--- src/rtl/tcce_pkg.sv ---
package tcce_pkg;

    localparam int COLUMNS = 80;
    localparam int ROWS    = 25;
    localparam int CELLS   = ROWS * COLUMNS;
    localparam int ADDR_W  = $clog2(CELLS);

    localparam int X_W     = 7;
    localparam int Y_W     = 5;
    localparam int CHAR_W  = 8;
    localparam int NIB_W   = 4;
    localparam int ACT_W   = 3;

    localparam int S_DATA_W = 24;
    localparam int M_DATA_W = 32;
    localparam int M_USED_W = X_W + Y_W + CHAR_W + 2 * NIB_W + 1;

    localparam logic [CHAR_W-1:0] CHAR_NEWLINE = 8'd10;
    localparam logic [CHAR_W-1:0] CHAR_SPACE   = 8'd32;

    typedef enum logic [ACT_W-1:0] {
        ACT_PRINT     = 3'd0,
        ACT_BACKSPACE = 3'd1,
        ACT_HOME      = 3'd2,
        ACT_FILL_BG   = 3'd3,
        ACT_FILL_FG   = 3'd4,
        ACT_FILL_CHAR = 3'd5,
        ACT_READ      = 3'd6
    } act_t;

    typedef enum logic [3:0] {
        DP_NOP,
        DP_LOAD,
        DP_CLEAR_CELL,
        DP_FILL_CELL,
        DP_PRINT,
        DP_HOME,
        DP_BS_START,
        DP_WALK_RD,
        DP_WALK_CHK,
        DP_READ_RD,
        DP_READ_CAP,
        DP_OUT
    } dp_op_t;

    typedef struct packed {
        act_t action;
        logic row_below;
        logic walk_again;
        logic sweep_last;
        logic out_busy;
    } dp_status_t;

    function automatic logic [ADDR_W-1:0] cell_addr(input logic [Y_W-1:0] row,
                                                    input logic [X_W-1:0] col);
        logic [ADDR_W+15:0] full;
        full = (ADDR_W + 16)'(row) * (ADDR_W + 16)'(COLUMNS) + (ADDR_W + 16)'(col);
        return full[ADDR_W-1:0];
    endfunction

endpackage

--- src/rtl/tcce_ctrl.sv ---
module tcce_ctrl (
    input  logic                 aclk,
    input  logic                 aresetn,
    input  logic                 s_tvalid,
    output logic                 s_tready,
    input  tcce_pkg::dp_status_t stat,
    output tcce_pkg::dp_op_t     op
);
    import tcce_pkg::*;

    typedef enum logic [3:0] {
        ST_CLEAR,
        ST_IDLE,
        ST_DISPATCH,
        ST_FILL,
        ST_WALK_RD,
        ST_WALK_CHK,
        ST_READ_CAP,
        ST_FINISH
    } state_t;

    state_t state_reg, state_next;

    always_comb begin
        state_next = state_reg;
        op         = DP_NOP;
        unique case (state_reg)
            ST_CLEAR: begin
                op = DP_CLEAR_CELL;
                if (stat.sweep_last) begin
                    state_next = ST_IDLE;
                end
            end
            ST_IDLE: begin
                if (s_tvalid) begin
                    op         = DP_LOAD;
                    state_next = ST_DISPATCH;
                end
            end
            ST_DISPATCH: begin
                unique case (stat.action)
                    ACT_PRINT: begin
                        op         = DP_PRINT;
                        state_next = ST_FINISH;
                    end
                    ACT_BACKSPACE: begin
                        op         = DP_BS_START;
                        state_next = stat.row_below ? ST_FINISH : ST_WALK_RD;
                    end
                    ACT_HOME: begin
                        op         = DP_HOME;
                        state_next = ST_FINISH;
                    end
                    ACT_FILL_BG, ACT_FILL_FG, ACT_FILL_CHAR: begin
                        state_next = ST_FILL;
                    end
                    ACT_READ: begin
                        op         = DP_READ_RD;
                        state_next = ST_READ_CAP;
                    end
                    default: begin
                        state_next = ST_FINISH;
                    end
                endcase
            end
            ST_FILL: begin
                op = DP_FILL_CELL;
                if (stat.sweep_last) begin
                    state_next = ST_FINISH;
                end
            end
            ST_WALK_RD: begin
                op         = DP_WALK_RD;
                state_next = ST_WALK_CHK;
            end
            ST_WALK_CHK: begin
                op         = DP_WALK_CHK;
                state_next = stat.walk_again ? ST_WALK_RD : ST_FINISH;
            end
            ST_READ_CAP: begin
                op         = DP_READ_CAP;
                state_next = ST_FINISH;
            end
            ST_FINISH: begin
                // Hold the result until the output register is free.
                if (!stat.out_busy) begin
                    op         = DP_OUT;
                    state_next = ST_IDLE;
                end
            end
            default: begin
                state_next = ST_IDLE;
            end
        endcase
    end

    always_ff @(posedge aclk) begin
        if (!aresetn) begin
            state_reg <= ST_CLEAR;
        end else begin
            state_reg <= state_next;
        end
    end

    assign s_tready = state_reg == ST_IDLE;

endmodule

--- config.mk ---
export PLATFORM = sky130hd
export DESIGN_NAME = tcce_ctrl
export DESIGN_NICKNAME = d
export VERILOG_FILES = /design/src/rtl/tcce_pkg.sv /design/src/rtl/tcce_ctrl.sv
export SDC_FILE = /design/constraint.sdc
export NUM_CORES = 1
export LEC_CHECK = 0
export BUFFER_PORTS_ARGS = -buffer_cell sky130_fd_sc_hd__buf_4
export CORE_AREA = 3 3 40 42
export CTS_CLUSTER_DIAMETER = 100
export DETAILED_ROUTE_END_ITERATION = 10
export DIE_AREA = 0 0 43 45
export HOLD_SLACK_MARGIN = 0.12
export PLACE_DENSITY_LB_ADDON = 0.25
export SLEW_MARGIN = 30
export SYNTH_ARGS = -nofsm -noshare
export SYNTH_HDL_FRONTEND = slang
export SYNTH_SLANG_ARGS = --single-unit
--- constraint.sdc ---
create_clock -name aclk -period 1.8 [get_ports aclk]
set_input_delay 0.09 -clock aclk [delete_from_list [all_inputs] [get_ports aclk]]
set_output_delay 0.09 -clock aclk [all_outputs]
set_load 0.02 [all_outputs]
**Yosys cells after proc, flatten, opt, wreduce, memory -nomap -nowiden**

Cells that the tools add are included.
W data, S select, Z words.

- Flip-flop bits (word level): 4
- Bits of input ports: 10
- Output and inout bits: 5
- Word-level logic and storage cells: 34

- Equal/unequal tests: 17
- Multiplexer cells: 12
- Reduce and logical (&&, ||, !) cells: 4

Operators with widths:

| cell | number |
|---|---|
| $pmux W4 S8 | 2 |
| $mux W4 | 5 |
| $eq A4 B3 Y1 const B | 4 |
| $pmux W4 S4 | 1 |
| $eq A3 B3 Y1 const B | 3 |
| $pmux W3 S3 | 1 |
| $eq A4 B2 Y1 const B | 2 |
| $ne A2 B2 Y1 const B | 4 |
| $eq A3 B2 Y1 const B | 2 |
| $eq A4 B1 Y1 const B | 1 |
| $logic_not A4 Y1 | 1 |
| $mux W2 | 2 |
| $reduce_and A4 Y1 | 1 |
| $eq A3 B1 Y1 const B | 1 |
| $logic_not A3 Y1 | 1 |
| $reduce_or A3 Y1 | 1 |
| $mux W1 | 1 |

**Depth between registers and ports, before layout**

Gate-level depths: netlist of run 1.

- Word-level depth: 4
- Gate-level depth with buffers: 4
- Gate-level depth less buffers: 4

**Worst setup path before layout of run 1**

OpenSTA, ideal clock, no wires.

- Path kind: register -> output
- From: register state_reg[1]
- To: output op[3]
- Arrival: 1.169 ns
- Path slack: 0.541 ns
- Stages on the path, launching flop included: 4
- Path buffers: 1
- Path through: dfxtp_1 buf_2 nor2_1 nor3_1

- Cells in the longest elaborated chain, start to end: 2
- Elaborated cells between the ends (all ways): 9
- Classes of those cells: 7 x eq/ne; 1 x mux; 1 x reduce/logical

RTL lines:

| element | RTL line | RTL |
|---|---|---|
| from (decl) | tcce_ctrl.sv:22 | `state_t state_reg, state_next;` |
| from (signal assigned) | tcce_ctrl.sv:101 | `state_reg <= state_next;` |
| $eq A4 B3 Y1, or another cell as far along | tcce_ctrl.sv:27 | `unique case (state_reg)` |
| $pmux W4 S8 (*) | tcce_ctrl.sv:27 |  |
| to (decl) | tcce_ctrl.sv:7 | `output tcce_pkg::dp_op_t op` |

Every way passes the cells marked *; elsewhere a longest branch is shown, timed or not.

**Worst setup path in the final report of run 1**

- From: register state_reg[2]
- To: output op[0]

Same word-level chain as after synthesis.

==> results by stage, run 1 <==
Placement:
- Detailed placement ended at an HPWL of around 700 um.
- Port buffering added 14 buffers.
- The congestion estimate from routability-driven global placement came to ~0.8.

Synthesis:
- The mux cell area share after synthesis is 0%.
- In the synthesized netlist, the number of instances is a little over 50.
- Summing every instance area after synthesis gives 356.6 um2.
- The post-synthesis average cell area is 6.992 um2.
- The total number of yosys warnings is 0.
- The post-synthesis net count is 61.
- The synthesized netlist devotes 0% of its cell area to adder and majority cells.
- In this run, synthesis produced a sequential element count of 3.
- After Yosys synthesis, and, or, nand and nor cells account for around 41% of the synthesized area.
- The sequential area share after synthesis is 16.84%.
- The count of unique library cells instantiated by Yosys is 26.
- The synthesized-area fraction occupied by ao, oa, aoi and oai cells is 33.68%.
- The post-synthesis xor/xnor area fraction is 0%.
- By area, the combinational part of the netlist is dominated by simple AND/OR/NAND/NOR gates.

Pwr:
- The power per cell area is just under 800 nW/um2.
- In this run, flip-flops and latches consume a little over a quarter of the power.
- Combinational cells account for roughly two fifths of the total power.
- The maximum vdd drop is approximately 0.00039 V.
- For this design the static power due to leakage is 0.0002077 uW.
- For this design the total switching power over the nets is 147.3 uW.
- The internal portion of the total power is 240.6 uW.
- Of the total power, the clock network draws between 30% and 40%.
- The switching part of the total is between 30% and 40%.

STA:
- The maximum clock frequency is ~630 MHz.
- Across the routed clock network, the largest skew measured is around 0.004 ns.
- Setup violations remaining at the end of the flow were counted as 0.
- Setup repair after global routing left no endpoint under its margin.
- The number of pins exceeding their max-slew limit in the final report is 0.
- Adding up every negative setup slack in the final design gives 0 ns.
- The number of failing hold endpoints at the final stage is 0.
- Subtracting the final worst setup slack from the clock period gives between 1.5 and 2 ns.
- For the pin with the worst max-slew slack, the measured transition is between 0.4 and 0.5 ns.
- Hold timing on the final database bottoms out at a slack of around 0.19 ns.
- The post-route clock period utilization is about 89%.
- Measured against its own limit, the worst slew margin works out to between 60% and 70%.

Layout:
- The fraction of final layout cells with drive strength greater than 1 is between 20% and 30%.
- The flip-flop count of the largest register, all copies and words added is 3.
- From synthesis to final layout, the design area changed by 39.30%.
- The number of antenna diodes in the final layout is 0.
- Leaving out fill and tap cells, the most frequent cell in the layout is sky130_fd_sc_hd__buf_4.
- At the end of the flow, the number of nets in the layout was slightly below 80.
- In the layout the commonest cells are sky130_fd_sc_hd__buf_4 (14), sky130_fd_sc_hd__nor2_1 (8), sky130_fd_sc_hd__nand2_1 (5).

Worst hold path:
- The worst hold path begins at stat[1].
- The kind of path behind the tightest hold check is input port to register.
- Counting instances, the worst hold path has a depth of 3.
- The worst hold path terminates at state_reg[0].

Clock network:
- After clock tree synthesis, the clock-pin slew on the worst setup and hold paths is about 0.040 ns.
- The buffer count from post-CTS setup fixing is 0.
- In this run, post-CTS repair resized a total of 0 instances.
- The longest clock path from root to sink contains 2 buffers.
- The clock buffer count from CTS is 3.
- The maximum level of the CTS H-tree is 1.
- The cell at the root of the clock tree is sky130_fd_sc_hd__clkbuf_4.
- The insertion delay of the later-clocked pin in the worst-skew pair is ~0.24 ns.
- TritonCTS built the clock tree.
- The clock net in this run drives a total of 3 sinks.

Global route:
- The initial antenna violation count is 0.
- The global-route wire length before repair is about 1600 um.
- Global routing consumed, over all layers together, 10.72% of the routing resources.
- The final global-route overflow total is 0.
- Entering global routing, the biggest net connects 17 pins.
- The via count of the first global-routing pass is around 360.

Critical path:
- The worst setup path is captured at an output port.
- The startpoint kind of the worst setup timing path is a register.
- The reg-to-reg setup timing slack is about 0.4 ns.
- The worst register-to-register path has a depth of 4.
- For the worst setup path, the data required time is about 1.7 ns.
- The worst setup path is of the register to output port kind.
- The largest fanout on the critical path is 16.
- The endpoint of the lowest-slack register-to-register path is state_reg[2].
- The startpoint identified for the worst register-to-register timing path is state_reg[1].
- Data on the critical path arrives at its endpoint at roughly 1.5 ns.

Floorplanning:
- In this run the horizontal extent of the chip is between 40 and 50 um.
- The number of ports placed on the die boundary is 15.
- The core outline area is about 1300 um2.
- The overall die height is 45 um.
- After floorplanning, the core was divided into 13 placement rows.
- The die covers ~1900 um2.
- The initial standard-cell utilization of the core is approximately 28%.

Routing:
- The via-per-instance ratio is ~5.3.
- The detail route stage leaves a number of antenna-violating nets equal to 0.
- The routed length per placed instance is roughly 11 um.
- The detailed-routing iteration count for the pre-antenna-repair pass is 4.
- The first routing iteration left 9 violations.
- The sum of routed wire length over all layers is slightly above 900 um.
- For this run, design rule violations remaining after detail routing come to 0.
- The via total after detailed routing is ~440.

Job:
- Across the run, the number of max-cap violations was 0.

Status:
- The run finished with clean final reports.
[logic make-up (layout without fill, tap and decap cells)]
kind of cell,after synthesis,in the layout
simple gates,26,26
buf+inv,6,22
flops,3,3
compound gates,16,16
[routing by layer]
layer | GRT usage, % | routed length (um) | vias to the layer above | share of wire [%]
met4 | 5.422 | 17 | 0 | 1.9
met2 | 16.17 | 417 | 18 | 46
li1 | - | - | 226 | -
met3 | 1.195 | 51 | 2 | 5.6
met5 | 0 | 0 | - | 0
met1 | 15.11 | 425 | 189 | 47
[worst max-delay path by stage]
stage                             from            to  slack (ns)
after floorplan           state_reg[1]         op[3]        0.54
after global placement    state_reg[1]  state_reg[2]        0.38
after detailed placement  state_reg[1]  state_reg[2]        0.40
after CTS                 state_reg[2]         op[0]        0.20
after global routing      state_reg[2]         op[0]        0.08
final                     state_reg[2]         op[0]        0.20
[synth_stat cells]
cell | n | share of area, %
sky130_fd_sc_hd__nor2_1 | 8 | 8.4
sky130_fd_sc_hd__nand2_1 | 5 | 5.3
sky130_fd_sc_hd__nor3_1 | 4 | 5.6
sky130_fd_sc_hd__dfxtp_1 | 3 | 17
sky130_fd_sc_hd__inv_1 | 3 | 3.2
sky130_fd_sc_hd__a211oi_1 | 2 | 4.2
sky130_fd_sc_hd__a31oi_1 | 2 | 3.5
sky130_fd_sc_hd__a32o_1 | 2 | 5.6
sky130_fd_sc_hd__buf_4 | 2 | 4.2
sky130_fd_sc_hd__nand3b_1 | 2 | 4.2
sky130_fd_sc_hd__o21a_1 | 2 | 4.2
sky130_fd_sc_hd__o21ai_0 | 2 | 2.8
sky130_fd_sc_hd__a21oi_1 | 1 | 1.4
sky130_fd_sc_hd__a221o_1 | 1 | 2.8
sky130_fd_sc_hd__a221oi_1 | 1 | 2.5
sky130_fd_sc_hd__a32oi_1 | 1 | 2.5
sky130_fd_sc_hd__and2b_1 | 1 | 2.1
sky130_fd_sc_hd__and2b_4 | 1 | 2.8
sky130_fd_sc_hd__and3_1 | 1 | 1.8
sky130_fd_sc_hd__buf_2 | 1 | 1.4
sky130_fd_sc_hd__nor2b_1 | 1 | 1.8
sky130_fd_sc_hd__nor3b_1 | 1 | 2.1
sky130_fd_sc_hd__nor4_2 | 1 | 3.5
sky130_fd_sc_hd__o22ai_1 | 1 | 1.8
sky130_fd_sc_hd__o2bb2ai_1 | 1 | 2.5
sky130_fd_sc_hd__or3b_4 | 1 | 3.2
[power groups by stage]
stage	registers, uW	logic (uW)	clock network [uW]
finish	106	163	120
global route	110	180	132
CTS	105	165	124
detailed placement	106	163	0
global placement	107	164	0
floorplan	85.6	127	0
[repair_timing]
action | CTS | global route
endpoints found under the setup margin | 0 | 0
hold endpoints to repair | 1 | 0
hold buffers | 1 | 0
[per-stage QoR]
step	instances	power (uW)	utilization [%]	instance area [um2]	worst slack [ns]
after global placement	77	271.0	35.83	460.4	0.3797
after detailed placement	77	269.1	35.83	460.4	0.4023
after CTS	82	393.7	38.66	496.7	0.2040
final	82	388.0	38.66	496.7	0.2016
after global routing	82	421.8	38.66	496.7	0.08313
after floorplan	51	212.2	-	356.6	0.5413
[worst max-delay path, stage by stage (launching register included)]
cell,delay (ns)
sky130_fd_sc_hd__dfxtp_1,0.62
sky130_fd_sc_hd__o22ai_1,0.13
sky130_fd_sc_hd__a221o_1,0.36
sky130_fd_sc_hd__buf_4,0.16
[area by class of cell]
type / count / area [um2]
clock buffer: 4 / 26.28
fill: 145 / 788.3
inverter: 3 / 11.26
multi-input combinational: 42 / 265.3
sequential: 3 / 60.06
tap: 15 / 18.77
timing repair buffer: 15 / 115.1
Note: power is estimated with default switching activity, not from simulation.
==> run 2: changes to the inputs <==
PLACE_DENSITY_LB_ADDON = default   (was 0.25)
==> run 2 against run 1 <==
Against the previous run:
- hold slack improved by 0.047 ns
- combinational power about the same
- final area unchanged
- critical path depth unchanged
- sequential power about the same
- clock power about the same
- worst setup slack about the same
- final cell count unchanged
- clock-buffer cell count unchanged
- via count unchanged
- critical endpoint unchanged
- largest power group unchanged
==> results by stage, run 2 (synthesis results as in run 1) <==
STA:
- The number of failing hold endpoints at the final stage is 0 (unchanged).
- The final setup TNS is 0 ns (unchanged).
- The post-route clock period utilization is 88.80% (about the same).
- The maximum clock frequency is 625.6 MHz (about the same).
- The minimum clock period after layout was 1.598 ns (+0.00009100 ns).
- The setup clock skew after layout is 0.003165 ns (-0.0009537 ns).
- The worst max-slew margin expressed relative to the limit is 67.22% (+0.16 points).
- The transition time at the pin with the least slew margin was 0.4911 ns (-0.002441 ns).
- The worst-case setup margin in the final layout is 0.2015 ns (-0.00009100 ns).
- The number of pins exceeding their max-slew limit in the final report came to 0 (unchanged).
- The final setup violation count is 0 (unchanged).
- Setup repair after global routing left no endpoint under its margin.

Critical path:
- The worst setup path is launched from a register.
- The largest fanout on the critical path was 16 (unchanged).
- The sort of element at the end of the critical path is an output port.
- The arrival time of data at the critical path endpoint was 1.51 ns (about the same).
- The critical setup path kind is register to output port.
- The required time reported for the critical path endpoint is 1.71 ns (about the same).

Routing:
- The detailed-routing iteration count for the pre-antenna-repair pass is 4 (unchanged).
- The number of violations reported at the end of detailed-routing iteration 0 is 5 (-4).
- The via total after detailed routing was 435 (unchanged).
- The count of unresolved DRC violations after routing is 0 (unchanged).
- The sum of routed wire length over all layers is 886 um (-2.7%).
- The via-per-instance ratio is 5.305 (unchanged).
- The routed length per placed instance came to 10.80 um (-2.7%).
- The remaining antenna violation count is 0 (unchanged).

Clock network:
- The post-cts sizing count is 0 (unchanged).
- The clock slew seen by the registers of the worst setup and hold paths is 0.04 ns (about the same).
- The maximum level of the CTS H-tree was 1 (unchanged).
- TritonCTS built the clock tree.
- The buffer count from post-CTS setup fixing came to 0 (unchanged).
- The cell at the root of the clock tree is sky130_fd_sc_hd__clkbuf_4.
- The number of sinks driven by the clock tree is 3 (unchanged).
- The insertion delay of the later-clocked pin in the worst-skew pair came to 0.24 ns (about the same).
- The clock buffer count from CTS was 3 (unchanged).
- The maximum clock path buffer count is 2 (unchanged).

Global route:
- The total global-route track usage was 9.061% (-1.7 points).
- The initial antenna violation count came to 0 (unchanged).
- The global-route wire length before repair is 1345 um (-14%).
- The final global-route overflow total is 0 (unchanged).
- The via count of the first global-routing pass was 336 (-7.2%).
- The maximum number of pins on one net before global-route repair is 17 (unchanged).

Floorplanning:
- The overall die height is 45 um (unchanged).
- The die span in x is 43 um (unchanged).
- The initial standard-cell utilization of the core is 27.75% (unchanged).
- The number of ports placed on the die boundary came to 15 (unchanged).
- The overall die area was 1935 um2 (unchanged).
- The core outline area is 1285 um2 (unchanged).
- The total number of placement rows is 13 (unchanged).

Placement:
- The post-detailed-placement half-perimeter wirelength is 680.2 um (-4.9%).
- The count of input and output buffers is 14 (unchanged).
- The number of placed instances with taps included is 77 (unchanged).
- The routability-driven placement congestion ratio was 0.7062 (-12%).
- The worst-case setup slack after placement came to 0.3918 ns (-0.01047 ns).

Pwr:
- The total power of the final layout is 388.9 uW (+0.24%).
- The power per cell area was 782.9 nW/um2 (+0.24%).
- The part of the power in registers is 27.0% (-0.2 points).
- The clock power share is 31.1% (+0.3 points).
- The leakage power summed over all cells is 0.0002077 uW (unchanged).
- The switching part of the total is 38.11% (+0.13 points).
- The share of total power in combinational logic was 41.8% (-0.2 points).
- The power spent charging and discharging nets is 148.2 uW (+0.57%).
- The internal power contribution is 240.7 uW (about the same).
- The maximum vdd drop is 0.0003428 V (-12%).

Layout:
- The count of fill cells added during filler insertion is 139 (-4.1%).
- The fraction of final layout cells with drive strength greater than 1 came to 29.85% (unchanged).
- The number of nets in the layout is 78 (unchanged).
- The final cell utilization of the core is 38.66% (unchanged).
- In the layout the commonest cells are sky130_fd_sc_hd__buf_4 (14), sky130_fd_sc_hd__nor2_1 (8), sky130_fd_sc_hd__nand2_1 (5).
- The number of antenna repair diodes was 0 (unchanged).
- The area used by multi-input combinational logic is 265.3 um2 (unchanged).
- The final cell count without fillers came to 82 (unchanged).
- The flip-flop count of the largest register, all copies and words added is 3 (unchanged).
- The area growth from synthesis to final layout is 39.30% (unchanged).
- The sequential cell area is 60.06 um2 (unchanged).
- Leaving out fill and tap cells, the most frequent cell in the layout is sky130_fd_sc_hd__buf_4.

Job:
- The max-capacitance violation count is 0 (unchanged).

Worst hold path:
- The kind of path behind the tightest hold check is input port to register.

Status:
- The flow ran to the end, and the final reports show no timing, DRC or antenna violations.
-- run 2: cell counts in the layout (fill, tap and decap cells not counted) --
No cell type changed its count.
-- run 2: path summary, 6_finish.rpt --
path                              startpoint           end  slack, ns  cells after the start
worst max-delay path            state_reg[2]         op[0]       0.20                      3
worst min-delay path                 stat[1]  state_reg[0]       0.23                      3
worst max register to register  state_reg[1]  state_reg[2]       0.39                      4
worst min register to register  state_reg[1]  state_reg[1]       0.77                      2
-- run 2: timing repair --
| action | 4_1_cts | 5_1_grt |
|---|---|---|
| hold buffers | 1 | 0 |
| setup endpoints to repair | 0 | 0 |
| hold endpoints to repair | 1 | 0 |
-- run 2: power by group through the flow --
| stage | Sequential (uW) | Clock [uW] | Combinational, uW |
|---|---|---|---|
| 4_1_cts | 104 | 123 | 163 |
| 6_report | 105 | 121 | 163 |
| 2_1_floorplan | 85.6 | 0 | 127 |
| 3_3_place_gp | 106 | 0 | 161 |
| 3_5_place_dp | 106 | 0 | 161 |
| 5_1_grt | 109 | 129 | 178 |
-- run 2: area by class of cell --
cell class	count	area share, %
sequential	3	12.09
clock buffer	4	5.290
multi-input combinational	42	53.40
tap	15	3.778
inverter	3	2.267
timing repair buffer	15	23.17
-- run 2: metal layers --
| layer | track usage [%] | vias up | routed length (um) |
|---|---|---|---|
| met4 | 3.614 | 0 | 0 |
| met1 | 11.51 | 198 | 433 |
| met2 | 14.07 | 12 | 400 |
| met3 | 3.187 | 0 | 52 |
| li1 | - | 225 | - |
| met5 | 0 | - | 0 |
-- run 2: through the flow --
step	hold WS (ns)	instance area (um2)
finish	0.2323	496.7
global route	0.2521	496.7
CTS	0.1823	496.7
detailed placement	0.3503	460.4
global placement	0.3533	460.4
floorplan	0.2093	356.6
-- run 2: worst max-delay path, stage by stage, from the launching register on --
cell and delay [ns]:
sky130_fd_sc_hd__dfxtp_1 0.61, sky130_fd_sc_hd__o22ai_1 0.13, sky130_fd_sc_hd__a221o_1 0.37, sky130_fd_sc_hd__buf_4 0.16
